**src/hdl/battery_voltage_to_soc_top_macros.svh**
```systemverilog
// Assertion macros shared by the battery voltage to charge design.
`ifndef BATTERY_VOLTAGE_TO_SOC_TOP_MACROS_SVH
`define BATTERY_VOLTAGE_TO_SOC_TOP_MACROS_SVH

// Same-cycle implication, disabled while reset is low.
`define BVS_ASSERT_IMPL(lbl, clk, rst_n, ante, cons) \
    lbl: assert property (@(posedge clk) disable iff (!rst_n) (ante) |-> (cons)) \
        else $error("bvs assertion failed");

// Next-cycle implication, disabled while reset is low.
`define BVS_ASSERT_NEXT(lbl, clk, rst_n, ante, cons) \
    lbl: assert property (@(posedge clk) disable iff (!rst_n) (ante) |=> (cons)) \
        else $error("bvs assertion failed");

`endif

```
**src/hdl/bvs_pkg.sv**
```systemverilog
// Shared types, constants and tables for the battery voltage to charge block.
package bvs_pkg;

    localparam int PACK_W         = 17;
    localparam int CELL_W         = 5;
    localparam int PCNT_W         = 4;
    localparam int TREG_W         = 48;
    localparam int NUM_TREG       = 4;
    localparam int MV_W           = 13;
    localparam int SOC_W          = 11;
    localparam int DS_W           = 12;
    localparam int CHG_W          = 10;
    localparam int SUM_W          = 13;
    localparam int NUM_W          = 24;
    localparam int QUO_W          = 11;
    localparam int RECIP_W        = 19;
    localparam int RECIP_SHIFT    = 18;
    localparam int PROD_W         = PACK_W + RECIP_W;
    localparam int QC_W           = PACK_W + CELL_W;
    localparam int ADDR_W         = 6;
    localparam int DATA_W         = 64;
    localparam int MAX_POINTS_DEF = 8;
    localparam int SOC_FULL       = 1000;

    // Bit positions of one packed breakpoint within a 48-bit table register.
    localparam int PT_HI_LSB  = 24;
    localparam int SOC_LSB    = 13;

    localparam logic [CELL_W-1:0] CELLS_RST = CELL_W'(1);
    localparam logic [PCNT_W-1:0] PCNT_RST  = PCNT_W'(8);
    localparam logic [TREG_W-1:0] TP01_RST  = 48'd123763852906600;
    localparam logic [TREG_W-1:0] TP23_RST  = 48'd82528809783200;
    localparam logic [TREG_W-1:0] TP45_RST  = 48'd27549869674200;
    localparam logic [TREG_W-1:0] TP67_RST  = 48'd58721078800;

    typedef enum logic [2:0] {
        REG_CELLS = 3'd0,
        REG_PCNT  = 3'd1,
        REG_TP01  = 3'd2,
        REG_TP23  = 3'd3,
        REG_TP45  = 3'd4,
        REG_TP67  = 3'd5
    } t_reg_idx;

    typedef enum logic [1:0] {
        MODE_EMPTY  = 2'd0,
        MODE_FULL   = 2'd1,
        MODE_INTERP = 2'd2
    } t_mode;

    typedef struct packed {
        logic [CELL_W-1:0]                 cells;
        logic [PCNT_W-1:0]                 point_count;
        logic [NUM_TREG-1:0][TREG_W-1:0]   tpts;
    } t_cfg;

    // Per-item control that rides alongside the quotient.
    typedef struct packed {
        t_mode              mode;
        logic [SOC_W-1:0]   s1;
        logic               neg;
        logic [PACK_W-1:0]  v;
    } t_ctl;

    typedef struct packed {
        t_ctl               ctl;
        logic [NUM_W-1:0]   rem;
        logic [MV_W-1:0]    den;
        logic [QUO_W-1:0]   quo;
    } t_qstage;

    // floor(2^18 / c); a zero count divides as one.
    function automatic logic [RECIP_W-1:0] recip(input logic [CELL_W-1:0] c);
        logic [RECIP_W-1:0] r;
        case (c)
            5'd0:    r = 19'd262144;
            5'd1:    r = 19'd262144;
            5'd2:    r = 19'd131072;
            5'd3:    r = 19'd87381;
            5'd4:    r = 19'd65536;
            5'd5:    r = 19'd52428;
            5'd6:    r = 19'd43690;
            5'd7:    r = 19'd37449;
            5'd8:    r = 19'd32768;
            5'd9:    r = 19'd29127;
            5'd10:   r = 19'd26214;
            5'd11:   r = 19'd23831;
            5'd12:   r = 19'd21845;
            5'd13:   r = 19'd20164;
            5'd14:   r = 19'd18724;
            5'd15:   r = 19'd17476;
            5'd16:   r = 19'd16384;
            5'd17:   r = 19'd15420;
            5'd18:   r = 19'd14563;
            5'd19:   r = 19'd13797;
            5'd20:   r = 19'd13107;
            5'd21:   r = 19'd12483;
            5'd22:   r = 19'd11915;
            5'd23:   r = 19'd11397;
            5'd24:   r = 19'd10922;
            5'd25:   r = 19'd10485;
            5'd26:   r = 19'd10082;
            5'd27:   r = 19'd9709;
            5'd28:   r = 19'd9362;
            5'd29:   r = 19'd9039;
            5'd30:   r = 19'd8738;
            5'd31:   r = 19'd8456;
            default: r = 19'd262144;
        endcase
        return r;
    endfunction

endpackage

```
**src/hdl/battery_voltage_to_soc_top.sv**
```systemverilog
// Top level: pack voltage to per-cell voltage and state of charge, fully pipelined.
//
// Drive start with a pack voltage on i_pack_millivolts; busy never rises, so a
// beat is taken on every cycle that start is high. Each beat comes back as a
// single-cycle o_valid strobe carrying o_cell_millivolts (pack voltage over the
// cell count, truncated) and o_charge_tenths (0..1000, tenths of a percent). The
// receiver cannot stall, so capture results on the strobe. The pipeline has
// three stages for the cell-count reciprocal divide, two for the segment search
// and slope product, eleven for the one-bit-per-stage segment divider and one
// for the final add, clamp and output register. Program the APB registers only
// while no beat is in flight.
`include "battery_voltage_to_soc_top_macros.svh"
module battery_voltage_to_soc_top #(
    parameter int MAX_POINTS = bvs_pkg::MAX_POINTS_DEF
) (
    input  logic                          i_clk,
    input  logic                          i_rst_n,
    input  logic                          start,
    output logic                          busy,
    input  logic [bvs_pkg::PACK_W-1:0]    i_pack_millivolts,
    output logic                          o_valid,
    output logic [bvs_pkg::CHG_W-1:0]     o_charge_tenths,
    output logic [bvs_pkg::PACK_W-1:0]    o_cell_millivolts,
    input  logic                          psel,
    input  logic                          penable,
    input  logic                          pwrite,
    input  logic [bvs_pkg::ADDR_W-1:0]    paddr,
    input  logic [bvs_pkg::DATA_W-1:0]    pwdata,
    output logic [bvs_pkg::DATA_W-1:0]    prdata,
    output logic                          pready
);

    bvs_pkg::t_cfg               w_cfg;
    logic                        w_accept;

    logic                        w_div_valid;
    logic [bvs_pkg::PACK_W-1:0]  w_div_v;

    logic                        w_seg_valid;
    bvs_pkg::t_ctl               w_seg_ctl;
    logic [bvs_pkg::NUM_W-1:0]   w_seg_num;
    logic [bvs_pkg::MV_W-1:0]    w_seg_den;

    logic                        w_q_valid;
    bvs_pkg::t_ctl               w_q_ctl;
    logic [bvs_pkg::QUO_W-1:0]   w_q_quo;

    logic [bvs_pkg::SUM_W-1:0]   w_sum;
    logic [bvs_pkg::CHG_W-1:0]   w_charge;

    logic                        r_out_valid,  n_out_valid;
    logic [bvs_pkg::CHG_W-1:0]   r_out_charge, n_out_charge;
    logic [bvs_pkg::PACK_W-1:0]  r_out_cell,   n_out_cell;

    // Every stage advances each cycle, so there is never backpressure.
    assign busy     = 1'b0;
    assign w_accept = start && !busy;

    bvs_cfg u_cfg (
        .i_clk   (i_clk),
        .i_rst_n (i_rst_n),
        .psel    (psel),
        .penable (penable),
        .pwrite  (pwrite),
        .paddr   (paddr),
        .pwdata  (pwdata),
        .prdata  (prdata),
        .pready  (pready),
        .o_cfg   (w_cfg)
    );

    // Per-cell voltage: reciprocal multiply, then a single remainder fix-up.
    bvs_celldiv u_celldiv (
        .i_clk     (i_clk),
        .i_rst_n   (i_rst_n),
        .i_valid   (w_accept),
        .i_pack    (i_pack_millivolts),
        .i_cells   (w_cfg.cells),
        .o_valid   (w_div_valid),
        .o_cell_mv (w_div_v)
    );

    // Pick full, empty or the first bracketing segment; form the slope numerator.
    bvs_seg #(
        .MAX_POINTS (MAX_POINTS)
    ) u_seg (
        .i_clk   (i_clk),
        .i_rst_n (i_rst_n),
        .i_valid (w_div_valid),
        .i_v     (w_div_v),
        .i_cfg   (w_cfg),
        .o_valid (w_seg_valid),
        .o_ctl   (w_seg_ctl),
        .o_num   (w_seg_num),
        .o_den   (w_seg_den)
    );

    // Divide magnitudes; the sign is put back at the end so it truncates toward zero.
    bvs_qdiv u_qdiv (
        .i_clk   (i_clk),
        .i_rst_n (i_rst_n),
        .i_valid (w_seg_valid),
        .i_ctl   (w_seg_ctl),
        .i_num   (w_seg_num),
        .i_den   (w_seg_den),
        .o_valid (w_q_valid),
        .o_ctl   (w_q_ctl),
        .o_quo   (w_q_quo)
    );

    // Start charge plus signed step; range fits a 13-bit two's complement sum.
    assign w_sum = w_q_ctl.neg
                 ? bvs_pkg::SUM_W'(w_q_ctl.s1) - bvs_pkg::SUM_W'(w_q_quo)
                 : bvs_pkg::SUM_W'(w_q_ctl.s1) + bvs_pkg::SUM_W'(w_q_quo);

    // Clamp to 0..1000, and override for the saturated ends of the table.
    always_comb begin
        case (w_q_ctl.mode)
            bvs_pkg::MODE_FULL: begin
                w_charge = bvs_pkg::CHG_W'(bvs_pkg::SOC_FULL);
            end
            bvs_pkg::MODE_INTERP: begin
                if (w_sum[bvs_pkg::SUM_W-1]) begin
                    w_charge = '0;
                end else if (w_sum > bvs_pkg::SUM_W'(bvs_pkg::SOC_FULL)) begin
                    w_charge = bvs_pkg::CHG_W'(bvs_pkg::SOC_FULL);
                end else begin
                    w_charge = w_sum[bvs_pkg::CHG_W-1:0];
                end
            end
            default: begin
                w_charge = '0;
            end
        endcase
    end

    always_comb begin
        n_out_valid  = w_q_valid;
        n_out_charge = w_charge;
        n_out_cell   = w_q_ctl.v;
    end

    always_ff @(posedge i_clk) begin
        if (!i_rst_n) begin
            r_out_valid <= 1'b0;
        end else begin
            r_out_valid <= n_out_valid;
        end
    end

    // Hold result payload; only the strobe needs clearing.
    always_ff @(posedge i_clk) begin
        r_out_charge <= n_out_charge;
        r_out_cell   <= n_out_cell;
    end

    assign o_valid           = r_out_valid;
    assign o_charge_tenths   = r_out_charge;
    assign o_cell_millivolts = r_out_cell;

    `BVS_ASSERT_IMPL(a_charge_range, i_clk, i_rst_n, o_valid, o_charge_tenths <= bvs_pkg::CHG_W'(bvs_pkg::SOC_FULL))
    `BVS_ASSERT_IMPL(a_top_full, i_clk, i_rst_n, o_valid && (o_cell_millivolts >= bvs_pkg::PACK_W'(w_cfg.tpts[0][bvs_pkg::MV_W-1:0])), o_charge_tenths == bvs_pkg::CHG_W'(bvs_pkg::SOC_FULL))

endmodule

```
**src/hdl/bvs_cfg.sv**
```systemverilog
// APB register file: cell count, point count and breakpoint table.
module bvs_cfg (
    input  logic                          i_clk,
    input  logic                          i_rst_n,
    input  logic                          psel,
    input  logic                          penable,
    input  logic                          pwrite,
    input  logic [bvs_pkg::ADDR_W-1:0]    paddr,
    input  logic [bvs_pkg::DATA_W-1:0]    pwdata,
    output logic [bvs_pkg::DATA_W-1:0]    prdata,
    output logic                          pready,
    output bvs_pkg::t_cfg                 o_cfg
);

    bvs_pkg::t_cfg    r_cfg;
    bvs_pkg::t_cfg    n_cfg;
    logic             w_wr;
    bvs_pkg::t_reg_idx w_idx;

    assign pready = 1'b1;
    assign w_wr   = psel && penable && pwrite;
    assign w_idx  = bvs_pkg::t_reg_idx'(paddr[bvs_pkg::ADDR_W-1:3]);

    always_comb begin
        n_cfg = r_cfg;
        if (w_wr) begin
            unique case (w_idx)
                bvs_pkg::REG_CELLS: n_cfg.cells       = pwdata[bvs_pkg::CELL_W-1:0];
                bvs_pkg::REG_PCNT:  n_cfg.point_count = pwdata[bvs_pkg::PCNT_W-1:0];
                bvs_pkg::REG_TP01:  n_cfg.tpts[0]     = pwdata[bvs_pkg::TREG_W-1:0];
                bvs_pkg::REG_TP23:  n_cfg.tpts[1]     = pwdata[bvs_pkg::TREG_W-1:0];
                bvs_pkg::REG_TP45:  n_cfg.tpts[2]     = pwdata[bvs_pkg::TREG_W-1:0];
                bvs_pkg::REG_TP67:  n_cfg.tpts[3]     = pwdata[bvs_pkg::TREG_W-1:0];
                default: ;
            endcase
        end
    end

    always_ff @(posedge i_clk) begin
        if (!i_rst_n) begin
            r_cfg.cells       <= bvs_pkg::CELLS_RST;
            r_cfg.point_count <= bvs_pkg::PCNT_RST;
            r_cfg.tpts[0]     <= bvs_pkg::TP01_RST;
            r_cfg.tpts[1]     <= bvs_pkg::TP23_RST;
            r_cfg.tpts[2]     <= bvs_pkg::TP45_RST;
            r_cfg.tpts[3]     <= bvs_pkg::TP67_RST;
        end else begin
            r_cfg <= n_cfg;
        end
    end

    always_comb begin
        unique case (w_idx)
            bvs_pkg::REG_CELLS: prdata = bvs_pkg::DATA_W'(r_cfg.cells);
            bvs_pkg::REG_PCNT:  prdata = bvs_pkg::DATA_W'(r_cfg.point_count);
            bvs_pkg::REG_TP01:  prdata = bvs_pkg::DATA_W'(r_cfg.tpts[0]);
            bvs_pkg::REG_TP23:  prdata = bvs_pkg::DATA_W'(r_cfg.tpts[1]);
            bvs_pkg::REG_TP45:  prdata = bvs_pkg::DATA_W'(r_cfg.tpts[2]);
            bvs_pkg::REG_TP67:  prdata = bvs_pkg::DATA_W'(r_cfg.tpts[3]);
            default:            prdata = '0;
        endcase
    end

    assign o_cfg = r_cfg;

endmodule

```
**src/hdl/bvs_celldiv.sv**
```systemverilog
// Three-stage pack voltage divider by cell count: reciprocal multiply and fix-up.
`include "battery_voltage_to_soc_top_macros.svh"
module bvs_celldiv (
    input  logic                          i_clk,
    input  logic                          i_rst_n,
    input  logic                          i_valid,
    input  logic [bvs_pkg::PACK_W-1:0]    i_pack,
    input  logic [bvs_pkg::CELL_W-1:0]    i_cells,
    output logic                          o_valid,
    output logic [bvs_pkg::PACK_W-1:0]    o_cell_mv
);

    logic [bvs_pkg::CELL_W-1:0]  w_c;

    logic                        r_a_valid, n_a_valid;
    logic [bvs_pkg::PACK_W-1:0]  r_a_pack,  n_a_pack;
    logic [bvs_pkg::PROD_W-1:0]  r_a_prod,  n_a_prod;

    logic                        r_b_valid, n_b_valid;
    logic [bvs_pkg::PACK_W-1:0]  r_b_pack,  n_b_pack;
    logic [bvs_pkg::PACK_W-1:0]  r_b_q,     n_b_q;
    logic [bvs_pkg::QC_W-1:0]    r_b_qc,    n_b_qc;

    logic                        r_c_valid, n_c_valid;
    logic [bvs_pkg::PACK_W-1:0]  r_c_v,     n_c_v;

    logic [bvs_pkg::QC_W-1:0]    w_rem;

    assign w_c = (i_cells == '0) ? bvs_pkg::CELL_W'(1) : i_cells;

    // Stage A: pack times reciprocal.
    always_comb begin
        n_a_valid = i_valid;
        n_a_pack  = i_pack;
        n_a_prod  = bvs_pkg::PROD_W'(i_pack) * bvs_pkg::PROD_W'(bvs_pkg::recip(w_c));
    end

    // Stage B: estimate is exact or one short; form estimate times count.
    always_comb begin
        n_b_valid = r_a_valid;
        n_b_pack  = r_a_pack;
        n_b_q     = r_a_prod[bvs_pkg::RECIP_SHIFT +: bvs_pkg::PACK_W];
        n_b_qc    = bvs_pkg::QC_W'(n_b_q) * bvs_pkg::QC_W'(w_c);
    end

    // Stage C: bump the estimate when the remainder still holds a count.
    assign w_rem = bvs_pkg::QC_W'(r_b_pack) - r_b_qc;

    always_comb begin
        n_c_valid = r_b_valid;
        n_c_v     = (w_rem >= bvs_pkg::QC_W'(w_c)) ? r_b_q + 1'b1 : r_b_q;
    end

    always_ff @(posedge i_clk) begin
        if (!i_rst_n) begin
            r_a_valid <= 1'b0;
            r_b_valid <= 1'b0;
            r_c_valid <= 1'b0;
        end else begin
            r_a_valid <= n_a_valid;
            r_b_valid <= n_b_valid;
            r_c_valid <= n_c_valid;
        end
    end

    always_ff @(posedge i_clk) begin
        r_a_pack <= n_a_pack;
        r_a_prod <= n_a_prod;
        r_b_pack <= n_b_pack;
        r_b_q    <= n_b_q;
        r_b_qc   <= n_b_qc;
        r_c_v    <= n_c_v;
    end

    assign o_valid   = r_c_valid;
    assign o_cell_mv = r_c_v;

    `BVS_ASSERT_IMPL(a_est_close, i_clk, i_rst_n, r_b_valid, w_rem < bvs_pkg::QC_W'({w_c, 1'b0}))
    `BVS_ASSERT_NEXT(a_quot_bound, i_clk, i_rst_n, r_b_valid, (bvs_pkg::QC_W'(r_c_v) * bvs_pkg::QC_W'(w_c)) <= bvs_pkg::QC_W'($past(r_b_pack)))

endmodule

```
**src/hdl/bvs_seg.sv**
```systemverilog
// Segment search over the breakpoint table and slope product, two stages.
module bvs_seg #(
    parameter int MAX_POINTS = bvs_pkg::MAX_POINTS_DEF
) (
    input  logic                          i_clk,
    input  logic                          i_rst_n,
    input  logic                          i_valid,
    input  logic [bvs_pkg::PACK_W-1:0]    i_v,
    input  bvs_pkg::t_cfg                 i_cfg,
    output logic                          o_valid,
    output bvs_pkg::t_ctl                 o_ctl,
    output logic [bvs_pkg::NUM_W-1:0]     o_num,
    output logic [bvs_pkg::MV_W-1:0]      o_den
);

    localparam int IDX_W = $clog2(MAX_POINTS);

    logic [bvs_pkg::MV_W-1:0]   w_mv  [MAX_POINTS];
    logic [bvs_pkg::SOC_W-1:0]  w_soc [MAX_POINTS];
    logic [MAX_POINTS-2:0]      w_hit;
    logic [bvs_pkg::PCNT_W-1:0] w_n;
    logic [IDX_W-1:0]           w_sel;
    logic [IDX_W-1:0]           w_sel_nx;
    logic [IDX_W-1:0]           w_last;
    bvs_pkg::t_mode             w_mode;

    logic                       r_d_valid, n_d_valid;
    bvs_pkg::t_mode             r_d_mode,  n_d_mode;
    logic [bvs_pkg::SOC_W-1:0]  r_d_s1,    n_d_s1;
    logic [bvs_pkg::MV_W-1:0]   r_d_dv,    n_d_dv;
    logic [bvs_pkg::MV_W-1:0]   r_d_dd,    n_d_dd;
    logic [bvs_pkg::DS_W-1:0]   r_d_ds,    n_d_ds;
    logic [bvs_pkg::PACK_W-1:0] r_d_v,     n_d_v;

    logic                       r_e_valid, n_e_valid;
    bvs_pkg::t_ctl              r_e_ctl,   n_e_ctl;
    logic [bvs_pkg::NUM_W-1:0]  r_e_num,   n_e_num;
    logic [bvs_pkg::MV_W-1:0]   r_e_den,   n_e_den;
    logic [bvs_pkg::SOC_W-1:0]  w_ds_mag;

    // Unpack every breakpoint of the table.
    for (genvar k = 0; k < MAX_POINTS; k++) begin : g_pt
        localparam int WORD = k / 2;
        localparam int LSB  = (k % 2 == 1) ? bvs_pkg::PT_HI_LSB : 0;
        assign w_mv[k]  = i_cfg.tpts[WORD][LSB +: bvs_pkg::MV_W];
        assign w_soc[k] = i_cfg.tpts[WORD][LSB + bvs_pkg::SOC_LSB +: bvs_pkg::SOC_W];
    end

    always_comb begin
        if (i_cfg.point_count < bvs_pkg::PCNT_W'(2)) begin
            w_n = bvs_pkg::PCNT_W'(2);
        end else if (i_cfg.point_count > bvs_pkg::PCNT_W'(MAX_POINTS)) begin
            w_n = bvs_pkg::PCNT_W'(MAX_POINTS);
        end else begin
            w_n = i_cfg.point_count;
        end
    end

    assign w_last = IDX_W'(w_n - 1'b1);

    for (genvar j = 0; j < MAX_POINTS - 1; j++) begin : g_hit
        assign w_hit[j] = (bvs_pkg::PCNT_W'(j + 1) < w_n)
                       && (i_v <= bvs_pkg::PACK_W'(w_mv[j]))
                       && (i_v >= bvs_pkg::PACK_W'(w_mv[j + 1]));
    end

    // First bracketing segment wins.
    always_comb begin
        w_sel = '0;
        for (int i = MAX_POINTS - 2; i >= 0; i--) begin
            if (w_hit[i]) begin
                w_sel = IDX_W'(i);
            end
        end
    end

    assign w_sel_nx = IDX_W'(w_sel + 1'b1);

    always_comb begin
        if (i_v >= bvs_pkg::PACK_W'(w_mv[0])) begin
            w_mode = bvs_pkg::MODE_FULL;
        end else if (i_v <= bvs_pkg::PACK_W'(w_mv[w_last])) begin
            w_mode = bvs_pkg::MODE_EMPTY;
        end else if (|w_hit) begin
            w_mode = bvs_pkg::MODE_INTERP;
        end else begin
            w_mode = bvs_pkg::MODE_EMPTY;
        end
    end

    // Stage D: segment endpoints as distances.
    always_comb begin
        n_d_valid = i_valid;
        n_d_mode  = w_mode;
        n_d_s1    = w_soc[w_sel];
        n_d_dv    = w_mv[w_sel] - i_v[bvs_pkg::MV_W-1:0];
        n_d_dd    = w_mv[w_sel] - w_mv[w_sel_nx];
        n_d_ds    = bvs_pkg::DS_W'(w_soc[w_sel_nx]) - bvs_pkg::DS_W'(w_soc[w_sel]);
        n_d_v     = i_v;
    end

    // Stage E: magnitude product; a flat segment divides zero by one.
    assign w_ds_mag = r_d_ds[bvs_pkg::DS_W-1] ? bvs_pkg::SOC_W'(-r_d_ds)
                                              : r_d_ds[bvs_pkg::SOC_W-1:0];

    always_comb begin
        n_e_valid    = r_d_valid;
        n_e_ctl.mode = r_d_mode;
        n_e_ctl.s1   = r_d_s1;
        n_e_ctl.neg  = r_d_ds[bvs_pkg::DS_W-1];
        n_e_ctl.v    = r_d_v;
        n_e_num      = bvs_pkg::NUM_W'(r_d_dv) * bvs_pkg::NUM_W'(w_ds_mag);
        n_e_den      = (r_d_dd == '0) ? bvs_pkg::MV_W'(1) : r_d_dd;
    end

    always_ff @(posedge i_clk) begin
        if (!i_rst_n) begin
            r_d_valid <= 1'b0;
            r_e_valid <= 1'b0;
        end else begin
            r_d_valid <= n_d_valid;
            r_e_valid <= n_e_valid;
        end
    end

    always_ff @(posedge i_clk) begin
        r_d_mode <= n_d_mode;
        r_d_s1   <= n_d_s1;
        r_d_dv   <= n_d_dv;
        r_d_dd   <= n_d_dd;
        r_d_ds   <= n_d_ds;
        r_d_v    <= n_d_v;
        r_e_ctl  <= n_e_ctl;
        r_e_num  <= n_e_num;
        r_e_den  <= n_e_den;
    end

    assign o_valid = r_e_valid;
    assign o_ctl   = r_e_ctl;
    assign o_num   = r_e_num;
    assign o_den   = r_e_den;

endmodule

```
**src/hdl/bvs_qdiv.sv**
```systemverilog
// Pipelined restoring divider, one quotient bit per stage.
`include "battery_voltage_to_soc_top_macros.svh"
module bvs_qdiv (
    input  logic                          i_clk,
    input  logic                          i_rst_n,
    input  logic                          i_valid,
    input  bvs_pkg::t_ctl                 i_ctl,
    input  logic [bvs_pkg::NUM_W-1:0]     i_num,
    input  logic [bvs_pkg::MV_W-1:0]      i_den,
    output logic                          o_valid,
    output bvs_pkg::t_ctl                 o_ctl,
    output logic [bvs_pkg::QUO_W-1:0]     o_quo
);

    localparam int LAST = bvs_pkg::QUO_W - 1;

    logic              r_vld [bvs_pkg::QUO_W];
    logic              n_vld [bvs_pkg::QUO_W];
    bvs_pkg::t_qstage  r_st  [bvs_pkg::QUO_W];
    bvs_pkg::t_qstage  n_st  [bvs_pkg::QUO_W];

    for (genvar k = 0; k < bvs_pkg::QUO_W; k++) begin : g_step
        localparam int BIT  = bvs_pkg::QUO_W - 1 - k;
        localparam int PREV = (k == 0) ? 0 : k - 1;

        always_comb begin
            bvs_pkg::t_qstage       prev;
            logic                   prev_v;
            logic [bvs_pkg::NUM_W-1:0] trial;
            if (k == 0) begin
                prev.ctl = i_ctl;
                prev.rem = i_num;
                prev.den = i_den;
                prev.quo = '0;
                prev_v   = i_valid;
            end else begin
                prev   = r_st[PREV];
                prev_v = r_vld[PREV];
            end
            trial    = bvs_pkg::NUM_W'(prev.den) << BIT;
            n_st[k]  = prev;
            n_vld[k] = prev_v;
            if (prev.rem >= trial) begin
                n_st[k].rem      = prev.rem - trial;
                n_st[k].quo[BIT] = 1'b1;
            end
        end

        always_ff @(posedge i_clk) begin
            if (!i_rst_n) begin
                r_vld[k] <= 1'b0;
            end else begin
                r_vld[k] <= n_vld[k];
            end
        end

        always_ff @(posedge i_clk) begin
            r_st[k] <= n_st[k];
        end
    end

    assign o_valid = r_vld[LAST];
    assign o_ctl   = r_st[LAST].ctl;
    assign o_quo   = r_st[LAST].quo;

    `BVS_ASSERT_IMPL(a_rem_below_den, i_clk, i_rst_n, r_vld[LAST] && (r_st[LAST].ctl.mode == bvs_pkg::MODE_INTERP), r_st[LAST].rem < bvs_pkg::NUM_W'(r_st[LAST].den))

endmodule
```
**config.mk**
```make
export PLATFORM = sky130hd
export DESIGN_NAME = battery_voltage_to_soc_top
export DESIGN_NICKNAME = d
export VERILOG_FILES = /design/src/hdl/bvs_pkg.sv /design/src/hdl/battery_voltage_to_soc_top.sv /design/src/hdl/bvs_cfg.sv /design/src/hdl/bvs_celldiv.sv /design/src/hdl/bvs_seg.sv /design/src/hdl/bvs_qdiv.sv
export VERILOG_INCLUDE_DIRS = /design/src /design/src/hdl
export SDC_FILE = /design/constraint.sdc
export NUM_CORES = 2
export LEC_CHECK = 0
export BUFFER_PORTS_ARGS = -buffer_cell sky130_fd_sc_hd__buf_2
export CORE_ASPECT_RATIO = 0.7
export CORE_UTILIZATION = 60
export CTS_CLUSTER_SIZE = 40
export DETAILED_ROUTE_END_ITERATION = 8
export GPL_TIMING_DRIVEN = 0
export PLACE_DENSITY = 0.77
export REMOVE_ABC_BUFFERS = 1
export SLEW_MARGIN = 0
export SYNTH_ARGS = -nofsm -noshare
export SYNTH_HDL_FRONTEND = slang
export SYNTH_HIERARCHICAL = 1
export SYNTH_SLANG_ARGS = --single-unit
```
**constraint.sdc**
```tcl
create_clock -name i_clk -period 9.3 [get_ports i_clk]
set_input_delay 1.395 -clock i_clk [delete_from_list [all_inputs] [get_ports i_clk]]
set_output_delay 1.395 -clock i_clk [all_outputs]
set_load 0.005 [all_outputs]
```
==> impl_metrics.csv <==
group,metric,value,unit
synthesis,synthTopCellsByCount,"dfxtp_1, inv_1, nand2_1, ha_1, fa_1",
worst_setup_path,worstPathMaxFanout,41,
synthesis,yosysTopAreaCellShare,36.6,%
clocking,cts-root-buf,"clkbuf_16",
place,portBuffers,149,
worst_setup_path,end_kind,"flop",
cells_and_area,finalInstanceArea,0.0756,sq mm
drt,wl_met1,75200,um
floorplanning,start_util,61.0,%
worst_setup_path,critPathSlowestCell,"fa_1",
place,dp.final_hpwl,125000,um
sta,hold_violations,0,
place,pre_cts_ws,-1.35,ns
hold_path,hp-class,"reg -> reg",
floorplanning,row_count,103,
global_routing,grt_remaining_overflow,0,
sta,relSlewSlack,4.20,%
worst_setup_path,path_common_cell,"fa_1",
synthesis,ys_top_cells_by_area,"dfxtp_1, fa_1, ha_1, mux2i_1, inv_1",
drt,routed_via_density,5.77,
synthesis,syn_area,0.0693,sq mm
sta,grt_setup_unrepaired,"true",
sta,holdWs,0.301,ns
job,maxCapViolCount,0,
drt,first_pass_iters,6,
floorplanning,io_pins,187,
clocking,cts_tree,"built",
synthesis,post-synth-top-count-cell,"dfxtp_1",
global_routing,first_global_vias,49200,
cells_and_area,areaGrowthSynthToFinish,9.20,%
worst_setup_path,cpPeakStageDelay,0.56,ns
synthesis,synth_cells,6986,
drt,routed_wl,167000,um
floorplanning,die_area,0.117,sq mm
clocking,htreeDepth,3,
drt,vias,49800,
drt,remaining_drc_errors,0,
worst_setup_path,arrival,9.48,ns
sta,clock.fmax,112,MHz
synthesis,synth_top_area_cell,"dfxtp_1",
sta,finalSetupViolations,0,
sta,drv_slew,0,
synthesis,synth_cell_types,113,
sta,fin_ws,0.408,ns
place,dpl_cell_area,0.0715,sq mm
drt,dr_wl_met3,15500,um
floorplanning,die_w,408,um
worst_setup_path,cp-start-kind,"flop",
clocking,clockBufferDepth,3,
synthesis,synth-edff-count,0,
worst_setup_path,critPathKind,"reg -> reg",
global_routing,gr-usage-all-layers,28.3,%
sta,fin_worst_skew,0.0458,ns
run_status,status,"completed",
drt,routed.top_layer,"met4",
global_routing,grt_max_degree,139,
synthesis,synth-seq-cells,1265,
worst_setup_path,required,9.89,ns
clocking,clk_pin_slew,0.07,ns
clocking,ctsHoldBuffers,0,
synthesis,avgSynthCellArea,9.91,sq um
floorplanning,core_area,0.114,sq mm
sta,final.min_clock_period,8.89,ns
sta,worst_slew_pin_slew,1.44,ns
synthesis,synth_flop_cell,"dfxtp_1",
clocking,cts.sinks,1265,
place,gp_congestion,0.958,
cells_and_area,drive_above_1_share,8.99,%
clocking,clock_latency,0.74,ns
synthesis,yosysSeqAreaShare,36.6,%
drt,wl_met2,70900,um
synthesis,yosysWarnings,6,
floorplanning,die_h,286,um
drt,ant_nets,0,
sta,fin_crit_sh,95.6,%
clocking,numCtsBuffers,111,
global_routing,antenna_found_initial,4,
cells_and_area,nets,8062,
drt,drtIter0Drc,4322,
drt,wl_per_cell,19.3,um
synthesis,synthArstFlopShare,0,%
global_routing,grt_pass1_wl,265000,um
==> layout by cell type (no fill, tap or decap), drive strengths merged, types with 38 or more instances in the layout <==
master  instances
a21o           80
xnor2         139
inv           869
nor2          219
nor3           71
o22ai          47
nor2b          86
clkbuf        134
o211ai         79
mux4           75
nor4           46
a21oi         258
nand4          41
and2          247
xor2          115
nand3          94
ha            546
buf           202
o21a           38
clkinv         41
mux2           75
nand2         714
dfxtp        1265
o21ai         283
mux2i         406
fa            410
nand2b         48
==> routing by layer <==
layer  vias to the layer above  GRT usage, %
met3                       341          6.98
met1                     24000          40.1
met4                         0          9.45
met2                      2019          42.5
li1                      23400             -
met5                         -             0
==> registers in the layout, summed over array words and instances, names as in the netlist, 13 cells and up <==
signal / count
o_cell_millivolts: 17
u_celldiv/n_b_pack: 17
u_celldiv/o_cell_mv: 17
u_celldiv/r_a_prod: 17
u_celldiv/r_b_pack: 17
u_celldiv/r_b_q: 17
u_celldiv/r_b_qc: 22
u_cfg/o_cfg: 201
u_qdiv/r_st: 777
u_seg/o_ctl: 31
u_seg/o_den: 13
u_seg/o_num: 24
u_seg/r_d_dd: 13
u_seg/r_d_dv: 13
u_seg/r_d_v: 17
==> cells by family (layout without fill, tap and decap cells) <==
group                      Yosys count  count (layout)  share of synthesized area, %
and+or+nand+nor                   1719            1719                          12.3
muxes                              556             556                          9.53
other                                3              19                        0.0163
DFF                               1265            1265                          36.6
adders and majority gates          956             956                          21.7
buffers and inverters             1166            1274                          6.72
AOI/OAI and AO/OA                 1066            1066                          9.94
xor gates and xnor gates           255             255                          3.24
==> metrics by stage <==
step / setup TNS [ns] / utilization, % / cells
3_5_place_dp: -15.00 / 63.0 / 8415
2_1_floorplan: -331.34 / - / 6698
6_report: 0 / 66.6 / 8632
4_1_cts: 0 / 66.5 / 8625
5_1_grt: -0.0532 / 66.6 / 8631
3_3_place_gp: -665.40 / 62.1 / 8369
==> layout make-up <==
class | count | area (sq um)
timing repair buffer | 202 | 1610
inverter | 863 | 3240
fill | 8805 | 37900
clock buffer | 134 | 2990
tap | 1522 | 1900
antenna | 1 | 2.50
sequential | 1265 | 25300
clock inverter | 75 | 978
multi-input combinational | 4570 | 39600
==> worst max-delay path, delay by kind of cell, from the launching register on <==
| kind | cells | cell delay, ns |
|---|---|---|
| adder cells (fa/ha/maj) | 8 | 3.58 |
| AO/OA/AOI/OAI | 9 | 2.33 |
| AND/OR/NAND/NOR | 8 | 1.50 |
| buffers and inverters | 7 | 0.89 |
| flip-flops | 1 | 0.42 |
==> final timing paths <==
check | start | endpoint | slack [ns] | cells past startpoint
worst max-delay path | u_cfg/o_cfg[200] | u_celldiv/r_a_prod[30] | 0.41 | 32
worst min register to register | u_seg/o_ctl[21] | u_qdiv/r_st[0][69] | 0.30 | 0
worst min-delay path | u_seg/o_ctl[21] | u_qdiv/r_st[0][69] | 0.30 | 0
worst max register to register | u_cfg/o_cfg[200] | u_celldiv/r_a_prod[30] | 0.41 | 32
==> what timing repair did <==
| action | 4_1_cts | 5_1_grt |
|---|---|---|
| setup buffers | 1 | 6 |
| setup endpoints to repair | 22 | 13 |
| cloned | 0 | 0 |
| pin swaps | 1 | 3 |
| gates resized for setup | 6 | 4 |
Power is left out: the tool's default activity adds up to more than one toggle a clock period on the data nets, which glitch-free logic cannot reach.
